$ cat src/rtl/core/hd_key_path_parser_defines.svh
// ----------------------------------------------------------------------------
// hd_key_path_parser_defines.svh
// Assertion macros used by the key path parser core (hdkp_core).
// ----------------------------------------------------------------------------
`ifndef HD_KEY_PATH_PARSER_DEFINES_SVH
`define HD_KEY_PATH_PARSER_DEFINES_SVH

// Same-cycle implication, checked outside reset.
`define HDKP_ASSERT_IMP(label, ante, cons) \
    label: assert property (@(posedge clk) disable iff (!rst_n) (ante) |-> (cons)) \
        else $error("hdkp: same-cycle check failed");

// Next-cycle implication, checked outside reset.
`define HDKP_ASSERT_NXT(label, ante, cons) \
    label: assert property (@(posedge clk) disable iff (!rst_n) (ante) |=> (cons)) \
        else $error("hdkp: next-cycle check failed");

`endif

$ cat src/rtl/core/hdkp_pkg.sv
// ----------------------------------------------------------------------------
// hdkp_pkg
// Character codes, register indexes, reset values and shared types.
// ----------------------------------------------------------------------------
package hdkp_pkg;

    localparam int MAX_DIGITS_DEF = 10;

    localparam logic [7:0] CH_NUL   = 8'h00;
    localparam logic [7:0] CH_QUOTE = 8'h27;
    localparam logic [7:0] CH_SLASH = 8'h2F;
    localparam logic [7:0] CH_ZERO  = 8'h30;
    localparam logic [7:0] CH_NINE  = 8'h39;
    localparam logic [7:0] CH_UP_M  = 8'h4D;
    localparam logic [7:0] CH_LOW_M = 8'h6D;

    localparam logic [31:0] HARDEN_BIT = 32'h8000_0000;

    localparam logic       HARDEN_RST      = 1'b1;
    localparam logic [7:0] MAX_ENTRIES_RST = 8'd255;

    typedef enum logic {
        REG_HARDEN_ENABLE = 1'b0,
        REG_MAX_ENTRIES   = 1'b1
    } cfg_idx_t;

    typedef struct packed {
        logic       harden_enable;
        logic [7:0] max_entries;
    } cfg_t;

    typedef struct packed {
        logic [31:0] index_value;
        logic        index_valid;
        logic        path_done;
        logic        path_error;
        logic [7:0]  entry_total;
    } res_t;

endpackage

$ cat src/rtl/core/hdkp_cfg.sv
// ----------------------------------------------------------------------------
// hdkp_cfg
// Configuration register file: hardening enable and entry limit.
// ----------------------------------------------------------------------------
module hdkp_cfg
    import hdkp_pkg::*;
(
    input  logic       clk,
    input  logic       rst_n,
    input  logic       cfg_we,
    input  logic       cfg_index,
    input  logic [7:0] cfg_data,
    output cfg_t       cfg
);

    logic       harden_reg;
    logic [7:0] max_entries_reg;

    always_ff @(posedge clk or negedge rst_n)
    begin
        if (!rst_n)
        begin
            harden_reg      <= HARDEN_RST;
            max_entries_reg <= MAX_ENTRIES_RST;
        end
        else if (cfg_we)
        begin
            unique case (cfg_idx_t'(cfg_index))
                REG_HARDEN_ENABLE: harden_reg      <= cfg_data[0];
                REG_MAX_ENTRIES:   max_entries_reg <= cfg_data;
                default:           ;
            endcase
        end
    end

    assign cfg.harden_enable = harden_reg;
    assign cfg.max_entries   = max_entries_reg;

endmodule

$ cat src/rtl/core/hdkp_core.sv
// ----------------------------------------------------------------------------
// hdkp_core
// Path parser state, one-character step logic and the result register.
// ----------------------------------------------------------------------------
`include "hd_key_path_parser_defines.svh"

module hdkp_core
    import hdkp_pkg::*;
#(
    parameter int MAX_DIGITS = MAX_DIGITS_DEF
)
(
    input  logic       clk,
    input  logic       rst_n,
    input  logic       step_en,
    input  logic [7:0] ch,
    input  cfg_t       cfg,
    input  logic       out_ready,
    output logic       out_valid,
    output res_t       res
);

    localparam int DigitW = $clog2(MAX_DIGITS + 1);

    typedef enum logic [2:0] {
        PH_LEAD         = 3'd0,
        PH_AFTER_ROOT   = 3'd1,
        PH_AFTER_ROOT_Q = 3'd2,
        PH_SEG_START    = 3'd3,
        PH_IN_SEG       = 3'd4,
        PH_AFTER_SEG_Q  = 3'd5,
        PH_SKIP         = 3'd6
    } phase_t;

    phase_t              phase_reg, phase_next;
    logic [DigitW-1:0]   cnt_reg, cnt_next;
    logic [31:0]         acc_reg, acc_next;
    logic [7:0]          ent_reg, ent_next;

    logic                out_valid_reg;
    res_t                res_reg;

    logic                fire_c;
    logic                fail_c;
    logic                clr_c;
    logic                digit_c;
    logic                hard_c;
    res_t                res_c;

    always_comb
    begin
        phase_next = phase_reg;
        cnt_next   = cnt_reg;
        acc_next   = acc_reg;
        ent_next   = ent_reg;
        fire_c     = 1'b0;
        fail_c     = 1'b0;
        clr_c      = 1'b0;
        res_c      = '0;
        digit_c    = (ch >= CH_ZERO) && (ch <= CH_NINE);
        hard_c     = (ch == CH_QUOTE) && cfg.harden_enable;

        unique case (phase_reg)
            PH_LEAD:
            begin
                if (ch == CH_LOW_M || ch == CH_UP_M)
                    phase_next = PH_AFTER_ROOT;
                else
                    fail_c = 1'b1;
            end
            PH_AFTER_ROOT, PH_AFTER_ROOT_Q, PH_AFTER_SEG_Q:
            begin
                // the root quote is taken whatever the hardening setting
                if (phase_reg == PH_AFTER_ROOT && ch == CH_QUOTE)
                    phase_next = PH_AFTER_ROOT_Q;
                else if (ch == CH_SLASH)
                begin
                    phase_next = PH_SEG_START;
                    cnt_next   = '0;
                    acc_next   = '0;
                end
                else if (ch == CH_NUL)
                begin
                    fire_c            = 1'b1;
                    res_c.path_done   = 1'b1;
                    res_c.entry_total = ent_reg;
                    clr_c             = 1'b1;
                end
                else
                    fail_c = 1'b1;
            end
            PH_SEG_START, PH_IN_SEG:
            begin
                if (digit_c)
                begin
                    if (cnt_reg >= DigitW'(MAX_DIGITS))
                        fail_c = 1'b1;
                    else
                    begin
                        cnt_next   = cnt_reg + DigitW'(1);
                        // acc * 10 + digit, wrapping at 32 bits
                        acc_next   = (acc_reg << 3) + (acc_reg << 1) + {28'd0, ch[3:0]};
                        phase_next = PH_IN_SEG;
                    end
                end
                else if (phase_reg == PH_SEG_START)
                    fail_c = 1'b1;
                else if (!(hard_c || ch == CH_SLASH || ch == CH_NUL))
                    fail_c = 1'b1;
                else if (ent_reg == cfg.max_entries)
                    fail_c = 1'b1;
                else
                begin
                    ent_next          = ent_reg + 8'd1;
                    cnt_next          = '0;
                    acc_next          = '0;
                    fire_c            = 1'b1;
                    res_c.index_valid = 1'b1;
                    res_c.index_value = hard_c ? (acc_reg | HARDEN_BIT) : acc_reg;
                    res_c.entry_total = ent_reg + 8'd1;
                    if (ch == CH_NUL)
                    begin
                        res_c.path_done = 1'b1;
                        clr_c           = 1'b1;
                    end
                    else if (ch == CH_SLASH)
                        phase_next = PH_SEG_START;
                    else
                        phase_next = PH_AFTER_SEG_Q;
                end
            end
            default:
            begin
                // skipping the rest of a bad path; unused code behaves the same
                if (ch == CH_NUL)
                    clr_c = 1'b1;
            end
        endcase

        if (fail_c)
        begin
            fire_c            = 1'b1;
            res_c             = '0;
            res_c.path_done   = 1'b1;
            res_c.path_error  = 1'b1;
            res_c.entry_total = ent_reg;
            if (ch == CH_NUL)
                clr_c = 1'b1;
            else
                phase_next = PH_SKIP;
        end

        if (clr_c)
        begin
            phase_next = PH_LEAD;
            cnt_next   = '0;
            acc_next   = '0;
            ent_next   = '0;
        end
    end

    always_ff @(posedge clk or negedge rst_n)
    begin
        if (!rst_n)
        begin
            phase_reg     <= PH_LEAD;
            cnt_reg       <= '0;
            acc_reg       <= '0;
            ent_reg       <= '0;
            out_valid_reg <= 1'b0;
        end
        else
        begin
            if (step_en)
            begin
                phase_reg <= phase_next;
                cnt_reg   <= cnt_next;
                acc_reg   <= acc_next;
                ent_reg   <= ent_next;
            end
            if (step_en && fire_c)
                out_valid_reg <= 1'b1;
            else if (out_ready)
                out_valid_reg <= 1'b0;
        end
    end

    always_ff @(posedge clk)
    begin
        if (step_en && fire_c)
            res_reg <= res_c;
    end

    assign out_valid = out_valid_reg;
    assign res       = res_reg;

    `HDKP_ASSERT_IMP(a_err_is_final, out_valid_reg && res_reg.path_error,
        res_reg.path_done && !res_reg.index_valid)
    `HDKP_ASSERT_NXT(a_skip_after_err, step_en && fail_c && ch != CH_NUL,
        phase_reg == PH_SKIP)
    `HDKP_ASSERT_NXT(a_count_tracks, step_en && fire_c && res_c.index_valid && !clr_c,
        ent_reg == res_reg.entry_total)
    `HDKP_ASSERT_IMP(a_digit_bound, 1'b1, cnt_reg <= DigitW'(MAX_DIGITS))

endmodule

$ cat src/rtl/core/hd_key_path_parser.sv
// ----------------------------------------------------------------------------
// hd_key_path_parser
// Streaming key derivation path parser, one character per word.
// ----------------------------------------------------------------------------
// Usage:
//   Input channel (in_valid/in_ready, char_code) takes one ASCII character per
//   word; byte 0 ends the path. Output channel (out_valid/out_ready) gives a
//   word for each completed index and one final word per path (path_done),
//   with path_error set on a malformed or too long path. On error the
//   consumer drops indices already delivered for that path.
//   Configuration (cfg_we/cfg_index/cfg_data) is written while idle:
//   index 0 is harden_enable, index 1 is max_entries.
// Timing:
//   A character is parsed combinationally out of the input register once the
//   result register can take its word; the result word is registered there.
//   One word per cycle is sustained while the output is not stalled.
// Reset:
//   rst_n clears the parse state to expect a leading 'm' or 'M', empties both
//   registers and restores harden_enable = 1, max_entries = 255.
// Stall:
//   While out_ready is low and a result waits, parsing pauses and in_ready
//   drops once the input register is full; nothing is lost.
// ----------------------------------------------------------------------------
module hd_key_path_parser
    import hdkp_pkg::*;
#(
    parameter int MAX_DIGITS = MAX_DIGITS_DEF
)
(
    input  logic        clk,
    input  logic        rst_n,
    input  logic        in_valid,
    output logic        in_ready,
    input  logic [7:0]  char_code,
    output logic        out_valid,
    input  logic        out_ready,
    output logic [31:0] index_value,
    output logic        index_valid,
    output logic        path_done,
    output logic        path_error,
    output logic [7:0]  entry_total,
    input  logic        cfg_we,
    input  logic        cfg_index,
    input  logic [7:0]  cfg_data
);

    logic       s1_valid_reg;
    logic [7:0] s1_char_reg;
    logic       step_en;
    cfg_t       cfg;
    res_t       res;

    // input word moves into the parser when the result register can take one
    assign step_en  = s1_valid_reg && (!out_valid || out_ready);
    assign in_ready = !s1_valid_reg || step_en;

    always_ff @(posedge clk or negedge rst_n)
    begin
        if (!rst_n)
            s1_valid_reg <= 1'b0;
        else if (in_ready)
            s1_valid_reg <= in_valid;
    end

    always_ff @(posedge clk)
    begin
        if (in_valid && in_ready)
            s1_char_reg <= char_code;
    end

    hdkp_cfg u_cfg (
        .clk       (clk),
        .rst_n     (rst_n),
        .cfg_we    (cfg_we),
        .cfg_index (cfg_index),
        .cfg_data  (cfg_data),
        .cfg       (cfg)
    );

    hdkp_core #(
        .MAX_DIGITS (MAX_DIGITS)
    ) u_core (
        .clk       (clk),
        .rst_n     (rst_n),
        .step_en   (step_en),
        .ch        (s1_char_reg),
        .cfg       (cfg),
        .out_ready (out_ready),
        .out_valid (out_valid),
        .res       (res)
    );

    assign index_value = res.index_value;
    assign index_valid = res.index_valid;
    assign path_done   = res.path_done;
    assign path_error  = res.path_error;
    assign entry_total = res.entry_total;

endmodule

$ cat config.mk
export PLATFORM = sky130hd
export DESIGN_NAME = hd_key_path_parser
export DESIGN_NICKNAME = d
export VERILOG_FILES = /design/src/rtl/core/hdkp_pkg.sv /design/src/rtl/core/hdkp_cfg.sv /design/src/rtl/core/hdkp_core.sv /design/src/rtl/core/hd_key_path_parser.sv
export VERILOG_INCLUDE_DIRS = /design/src /design/src/rtl/core
export SDC_FILE = /design/constraint.sdc
export NUM_CORES = 1
export LEC_CHECK = 0
export BUFFER_PORTS_ARGS = -buffer_cell sky130_fd_sc_hd__buf_2
export CORE_MARGIN = 1
export CORE_UTILIZATION = 54
export DETAILED_ROUTE_END_ITERATION = 7
export PLACE_DENSITY = 0.89
export SETUP_SLACK_MARGIN = 0.4
export SYNTH_ARGS = -nofsm -noshare
export SYNTH_HDL_FRONTEND = slang
export SYNTH_SLANG_ARGS = --single-unit
$ cat constraint.sdc
create_clock -name clk -period 4 [get_ports clk]
set_clock_uncertainty 0.2 [all_clocks]
set_input_delay 0 -clock clk [delete_from_list [all_inputs] [get_ports clk]]
set_output_delay 0 -clock clk [all_outputs]
set_load 0.02 [all_outputs]
== Yosys cells after proc, flatten, opt, wreduce, memory -nomap -nowiden ==
Index checks and enable logic that the tools add are counted.
Storage, ports and cells
  register bits: 109
  output and inout bits: 45
  word-level logic and storage cells: 151
Cells by class
  add/sub/neg operators: 4
  $lt $le $gt $ge: 3
  multiplexer cells: 81
  reduce and logical (&&, ||, !) cells: 27
  bitwise logic cells: 3
  eq/ne operators: 19
Operator list (count)
  $mux W32: 9
  $mux W34: 4
  $mux W8: 13
  $pmux W32 S2: 1
  $mux W3: 13
  $add A32 B32 Y32: 1
  $add A32 B4 Y32: 1
  $mux W4: 8
  $mux W1: 25
  $eq A8 B6 Y1 const B: 2
  $eq A8 B7 Y1 const B: 2
  $pmux W8 S2: 1
  $mux W9: 1
  $pmux W3 S3: 1
  $add A8 B1 Y8 const B: 1
  $eq A8 B8 Y1: 1
  $ge A8 B6 Y1 const B: 1
  $le A8 B6 Y1 const B: 1
  $logic_not A8 Y1: 1
  $ne A4 B2 Y1 const B: 2
  $pmux W4 S2: 1
  $reduce_and A8 Y1: 1
  $eq A3 B2 Y1 const B: 2
  $eq A3 B3 Y1 const B: 2
  other kinds (23): 42

== Depth between registers and ports, before layout ==
Gate-level depths: netlist (run 1).
  depth in word-level cells: 12
  mapped depth: 11
  gate-level depth less buffers: 10

== Cells and area by module ==
A second synthesis (run 1) with hierarchy kept.
Unflattened totals
  cell total of the unflattened synthesis: 635
  area, all modules: 6635.1 um^2
Modules (own cells, without submodules)
  hdkp_core: sequential area each 2492.4 um^2, times used 1, area each 5965.7 um^2, cells an instance 600
  hdkp_cfg: sequential area each 236.5 um^2, times used 1, area each 357.8 um^2, cells an instance 21
  hd_key_path_parser: sequential area each 265.3 um^2, times used 1, area each 311.5 um^2, cells an instance 14

== Least setup slack after synthesis (run 1) ==
No wires, ideal clock.
  path type: reg2reg
  from: reg s1_char_reg[3]
  to: reg u_core.res_reg (netlist bit u_core.res[0]), enable pin
  arrival time: 3.674 ns
  path slack: -0.318 ns
  cell stages (with the launch flop): 11
  period minus slack after synthesis: 4.318 ns
  path buffers: 3
  cells stage by stage: edfxtp_1 > buf_6 > nor4_4 > and3_1 > buf_6 > nor2_2 > or3_4 > clkinv_2 > buf_6 > nor2_1 > nor2_1
Between the ends
  word-level cells in the longest chain between the ends: 10
  elaborated cells between the ends (all ways): 30
Ends and longest elaborated chain
  start, declared: line hd_key_path_parser.sv:48  | logic [7:0] s1_char_reg;
  start signal, assigned: line hd_key_path_parser.sv:68  | s1_char_reg <= char_code;
  $eq A8 B6 Y1: line hdkp_core.sv:61, hdkp_core.sv:74
  $logic_and A1 B1 Y1: line hdkp_core.sv:61  | hard_c = (ch == CH_QUOTE) && cfg.harden_enable;
  $logic_or A1 B1 Y1 (2 in series): line hdkp_core.sv:108  | else if (!(hard_c || ch == CH_SLASH || ch == CH_NUL))
  $mux W1: line hdkp_core.sv:108
  $mux W1: line hdkp_core.sv:106  | else if (phase_reg == PH_SEG_START)
  $mux W1: line hdkp_core.sv:94  | if (digit_c)
  $pmux W1 S3 or $pmux W1 S2 (tied branches): line hdkp_core.sv:63  | unique case (phase_reg)
  $mux W1 (*): line hdkp_core.sv:140  | if (fail_c)
  $logic_and A1 B1 Y1 (*): line hdkp_core.sv:190  | if (step_en && fire_c)
  end signal, assigned: line hdkp_core.sv:191  | res_reg <= res_c;
  end, declared: line hdkp_core.sv:41  | res_t res_reg;
Mark *: on every way between the ends. The rest lies on a longest branch, timed or not.
A chain may end at the register's enable or synchronous reset.

== Final worst setup path (run 1) ==
  from: reg s1_char_reg[3]
  to: reg u_core.res_reg (netlist bit u_core.res[28]), enable pin
Same word-level chain as after synthesis.

==> results.yml, run 1 <==
power:
  swShare: 0.342
  p_sw_mw: 1.18
  irDropWorstVdd_uv: 264
  finalPower_mw: 3.44
  powerDensity_nw_per_um2: 449
  clock_power_share: 0.262
  leakagePower_nw: 3.42
  cell_internal_pwr_mw: 2.26
  p_seq_frac: 0.450
  pwr-share-comb: 0.288
floorplanning:
  die_w_microns: 113
  coreArea_sq_um: 12000
  rows: 40
  dieArea_sq_um: 12800
  pin_count: 67
  start_util: 0.556
  die_y_microns: 113
critical_path:
  worstPathRequired_ns: 3.90
  end_kind: "register"
  reg2regPathDepth: 9
  crit_fanout: 32
  critPathLaunchType: "register"
  crit_type: "register to register"
  critPathArrivalTime_ns: 3.31
synthesis:
  synth-seq-cells: 109
  synth-edff-count: 51
  synth_cell_type_count: 73
  synth_top_area_frac: 0.229
  synth_top_area_cell: "edfxtp_1"
  ys_async_sr_fraction: 0.532
  syn_avg_cell_area_sq_um: 10.3
  seq_area_frac_synth: 0.448
  synth_ff_type: "edfxtp_1"
  ys_top_cells_by_count: "nand2_1, o21ai_0, ha_1"
  synthTopCellsByArea: "edfxtp_1, dfrtp_1, ha_1"
  synth_nets: 736
  syn_inst: 651
  yosysWarnings: 0
  syn_area_sq_um: 6680
route:
  viasPerCell: 6.22
  first_pass_iters: 6
  drtIter0Drc: 554
  wire_per_inst_microns: 17.3
  route.vias.total: 5521
  wl_microns: 15300
  drc: 0
  ant_nets: 0
global_route:
  overflow: 0
  antenna_found_initial: 0
  grt.total_usage: 0.253
  grt_max_degree: 40
  grt_pass1_vias: 5320
  grt_pass1_wl_microns: 25600
flow_run:
  cap_viol_max_count: 0
place:
  placedInstanceArea_sq_um: 7140
  gp_congestion: 0.971
  dp_hpwl_microns: 10800
  numPortBuffers: 66
sta:
  tns_ns: 0
  max_slew_margin: 0.399
  rsz0062_at_grt: "false"
  finalSetupViolations: 0
  hold_violations: 0
  finalCriticalPeriod_ns: 3.40
  worst_pin_slew_ns: 0.901
  max_freq_ghz: 0.294
  min_period_over_period: 0.851
  maxSlewViolCount: 0
finish:
  diodes: 0
  layout.nets: 820
  fillers: 926
  largest_reg_flops: 43
  drive_gt1_frac: 0.162
  design_area_sq_um: 7670
  syn_to_final_growth_pct: 14.8
clocking:
  cts_sinks: 109
  insertion_delay_ns: 0.36
  clk_pin_slew_worst_paths_ns: 0.07
  tritoncts: "built"
  clk_path_buf_depth: 2
  cts-root-buf: "clkbuf_16"
  htreeDepth: 3
  numCtsBuffers: 9
worst_hold_path:
  holdCritPathClass: "primary input to register"
  worstHoldPathCells: 3
run_status:
  status: "completed"
through the flow:
step                      hold WS, ns  utilization  setup slack (ns)  cells
after floorplan                -0.496            -             0.853    651
after global placement        -0.0505        0.594             0.687    849
after detailed placement      -0.0337        0.594             0.600    849
after CTS                      0.0341        0.637             0.575    887
after global routing           0.0776        0.638             0.411    887
final                          0.0532        0.638             0.597    887
logic make-up (layout without fill, tap and decap cells):
family | Yosys count | count (layout) | synth area share
buf+inv | 36 | 125 | 0.0262
fa+ha+maj | 63 | 63 | 0.120
mux | 10 | 10 | 0.0167
simple gates | 216 | 216 | 0.167
compound gates | 185 | 185 | 0.179
flops | 109 | 109 | 0.448
xor+xnor | 32 | 32 | 0.0420
worst paths after layout:
kind | start | end | slack, ns
setup reg to reg | s1_char_reg[3] | u_core.res[28] | 0.60
setup / recovery | s1_char_reg[3] | u_core.res[28] | 0.60
hold reg to reg | u_core.cnt_reg[2] | u_core.cnt_reg[2] | 0.31
hold / removal | cfg_we | u_cfg.max_entries_reg[0] | 0.05
min in group asynchronous | rst_n | u_core.ent_reg[1] | 0.12
max in group asynchronous | rst_n | u_core.acc_reg[10] | 2.67
area by class of cell:
cell class                      instances  area [sq um]  share of cell area
Multi-Input combinational cell        506          3520               0.460
Sequential cell                       109          2990               0.391
Timing Repair Buffer                   94           608              0.0793
Clock buffer                            9           225              0.0294
Tap cell                              147           184              0.0240
Clock inverter                          7          72.6             0.00947
Inverter                               15          57.6             0.00751
layer usage:
layer / vias up / part of all wire / track usage
met4: 0 / 0.023 / 0.108
met2: 253 / 0.48 / 0.415
li1: 2577 / - / -
met1: 2659 / 0.43 / 0.337
met3: 32 / 0.066 / 0.0386
met5: - / 0 / 0
power groups by stage:
stage	registers [mW]	logic, mW	clock network (mW)
5_1_grt	1.57	1.08	0.953
3_5_place_dp	1.57	0.953	0
2_1_floorplan	1.68	0.531	0
4_1_cts	1.55	0.979	0.917
3_3_place_gp	1.56	0.918	0
6_report	1.55	0.992	0.901
critical path, stage by stage, from the launching register on:
cell	delay, ns
edfxtp_1	0.42
buf_4	0.20
nor4_4	0.26
and3_1	0.48
nor2_2	0.10
o311ai_1	0.35
nand4_1	0.40
nor2_1	0.34
nor2_4	0.15
buf_12	0.24
placed cells by master, fill, tap and decap left out, types with 11 or more instances in the layout:
master          n
ha_1           61
xor2_1         12
a21oi_1        31
xnor2_1        20
and2_1         36
o31ai_1        11
edfxtp_1       51
nand2_1        72
nor2_1         31
a21o_1         11
inv_1          14
o21ai_0        72
buf_2          66
dfrtp_1        49
nand3_1        15
dlygate4sd3_1  22
what timing repair did:
action | 4_1_cts | 5_1_grt
buffers inserted | 0 | 0
setup endpoints to repair | 0 | 2
endpoints found under the hold margin | 48 | 0
hold buffers | 22 | 0
gates resized for setup | 0 | 2
(Power assumes the default switching activity.)
==> inputs of run 2 (changes only) <==
--- a/config.mk
+++ b/config.mk
@@ -10,7 +10,7 @@
 export CORE_MARGIN = 1
 export CORE_UTILIZATION = 54
 export DETAILED_ROUTE_END_ITERATION = 7
-export PLACE_DENSITY = 0.89
+export PLACE_DENSITY = 0.77
 export SETUP_SLACK_MARGIN = 0.4
 export SYNTH_ARGS = -nofsm -noshare
 export SYNTH_HDL_FRONTEND = slang
==> results.yml, run 2 (synthesis gave the netlist of run 1 again) <==
critical_path:
  crit_fanout: 4
  end_kind: "register"
  crit_type: "register to register"
  worstReg2RegStart: "s1_char_reg[3]"
  critPathLaunchType: "register"
  critPathArrivalTime_ns: 3.45
  crit_start: "s1_char_reg[3]"
  worstPathRequired_ns: 4.03
sta:
  max_slew_margin: 0.328
  min_period_over_period: 0.855
  maxSlewViolCount: 0
  tns_ns: 0
  worst_pin_slew_ns: 1.01
  hold_violations: 0
  rsz0062_at_grt: "false"
  max_freq_ghz: 0.293
  finalCriticalPeriod_ns: 3.42
  finalSetupViolations: 0
finish:
  largest_reg_flops: 43
  instances_no_fill: 892
  layout.nets: 825
  syn_to_final_growth_pct: 15.0
  ff_latch_area_sq_um: 2990
  drive_gt1_frac: 0.168
  final_cell_mix: "nand2_1, o21ai_0, buf_2"
  diodes: 0
  design_area_sq_um: 7680
  multi_input_area_sq_um: 3540
  fillers: 944
floorplanning:
  pin_count: 67
  start_util: 0.556
  dieArea_sq_um: 12800
  die_w_microns: 113
  coreArea_sq_um: 12000
  rows: 40
  die_y_microns: 113
place:
  dpl.cell_count: 850
  dp_hpwl_microns: 10200
  gp_congestion: 0.918
  numPortBuffers: 66
  placedInstanceArea_sq_um: 7130
clocking:
  tritoncts: "built"
  cts-root-buf: "clkbuf_16"
  insertion_delay_ns: 0.36
  cts_sinks: 109
  clk_path_buf_depth: 2
  clk_pin_slew_worst_paths_ns: 0.08
  htreeDepth: 3
  numCtsBuffers: 9
global_route:
  grt.total_usage: 0.240
  grt_pass1_wl_microns: 24600
  antenna_found_initial: 0
  grt_max_degree: 59
  overflow: 0
  grt_pass1_vias: 5194
route:
  route.met2.wl_microns: 6840
  ant_nets: 0
  first_pass_iters: 7
  met3_length_microns: 746
  maxUsedRoutingLayer: "met4"
  drtIter0Drc: 370
  routedLengthMet1_microns: 6890
  viasPerCell: 6.00
  route.vias.total: 5348
  wl_microns: 14800
  drc: 0
  wire_per_inst_microns: 16.6
power:
  powerDensity_nw_per_um2: 444
  irDropWorstVdd_uv: 263
  leakagePower_nw: 3.43
flow_run:
  cap_viol_max_count: 0
worst_hold_path:
  hp-start: "cfg_we"
  holdCritPathClass: "primary input to register"
run_status:
  status: "completed"
-- run 2: routing by layer --
layer,track usage,up-vias
met5,0,-
met4,0.0904,0
met3,0.0380,26
met2,0.388,162
met1,0.326,2559
li1,-,2601
-- run 2: worst max-delay path, cell delays in order (launching register included) --
cell and delay, ns:
edfxtp_1 0.44, fa_1 0.55, fa_1 0.50, a211oi_1 0.31, o211ai_1 0.16, and3b_1 0.22
or2_2 0.32, a221oi_1 0.33, xor2_1 0.17, o21ai_0 0.08
-- run 2: path summary, 6_finish.rpt --
check,slack (ns),depth (start not counted),endpoint
worst max-delay path,0.58,9,u_core.acc_reg[20]
worst min-delay path,0.03,3,u_cfg.max_entries_reg[0]
worst max register to register,0.58,9,u_core.acc_reg[20]
worst min register to register,0.31,2,u_core.acc_reg[31]
max in group asynchronous,2.95,3,u_core.acc_reg[17]
min in group asynchronous,0.13,3,u_core.ent_reg[3]
-- run 2: cell type report --
cell class              count  area share
inverters                  15     0.00749
clock buffers               9      0.0293
flip-flops and latches    109       0.390
repair buffers             97      0.0805
clock inverters             7     0.00815
well taps                 147      0.0239
multi-input cells         508       0.461
-- run 2: power by group --
part,internal (mW),switching [mW]
combinational,0.356,0.626
clock,0.439,0.440
sequential,1.42,0.129
total,2.21,1.19
-- run 2: stage by stage --
stage / utilization / worst slack [ns] / total power [mW] / hold WS (ns)
after global routing: 0.639 / 0.408 / 3.59 / 0.0748
after CTS: 0.637 / 0.531 / 3.41 / 0.0293
after detailed placement: 0.594 / 0.398 / 2.51 / -0.0219
after global placement: 0.594 / 0.489 / 2.48 / -0.0226
final: 0.639 / 0.581 / 3.41 / 0.0290
after floorplan: - / 0.853 / 2.21 / -0.496
-- run 2: what timing repair did --
action,in CTS,in global routing
resized for setup,0,1
setup buffers,2,0
pin swaps,0,2
setup endpoints to repair,2,25
hold buffers,22,0
gates cloned,0,2
hold endpoints to repair,68,0
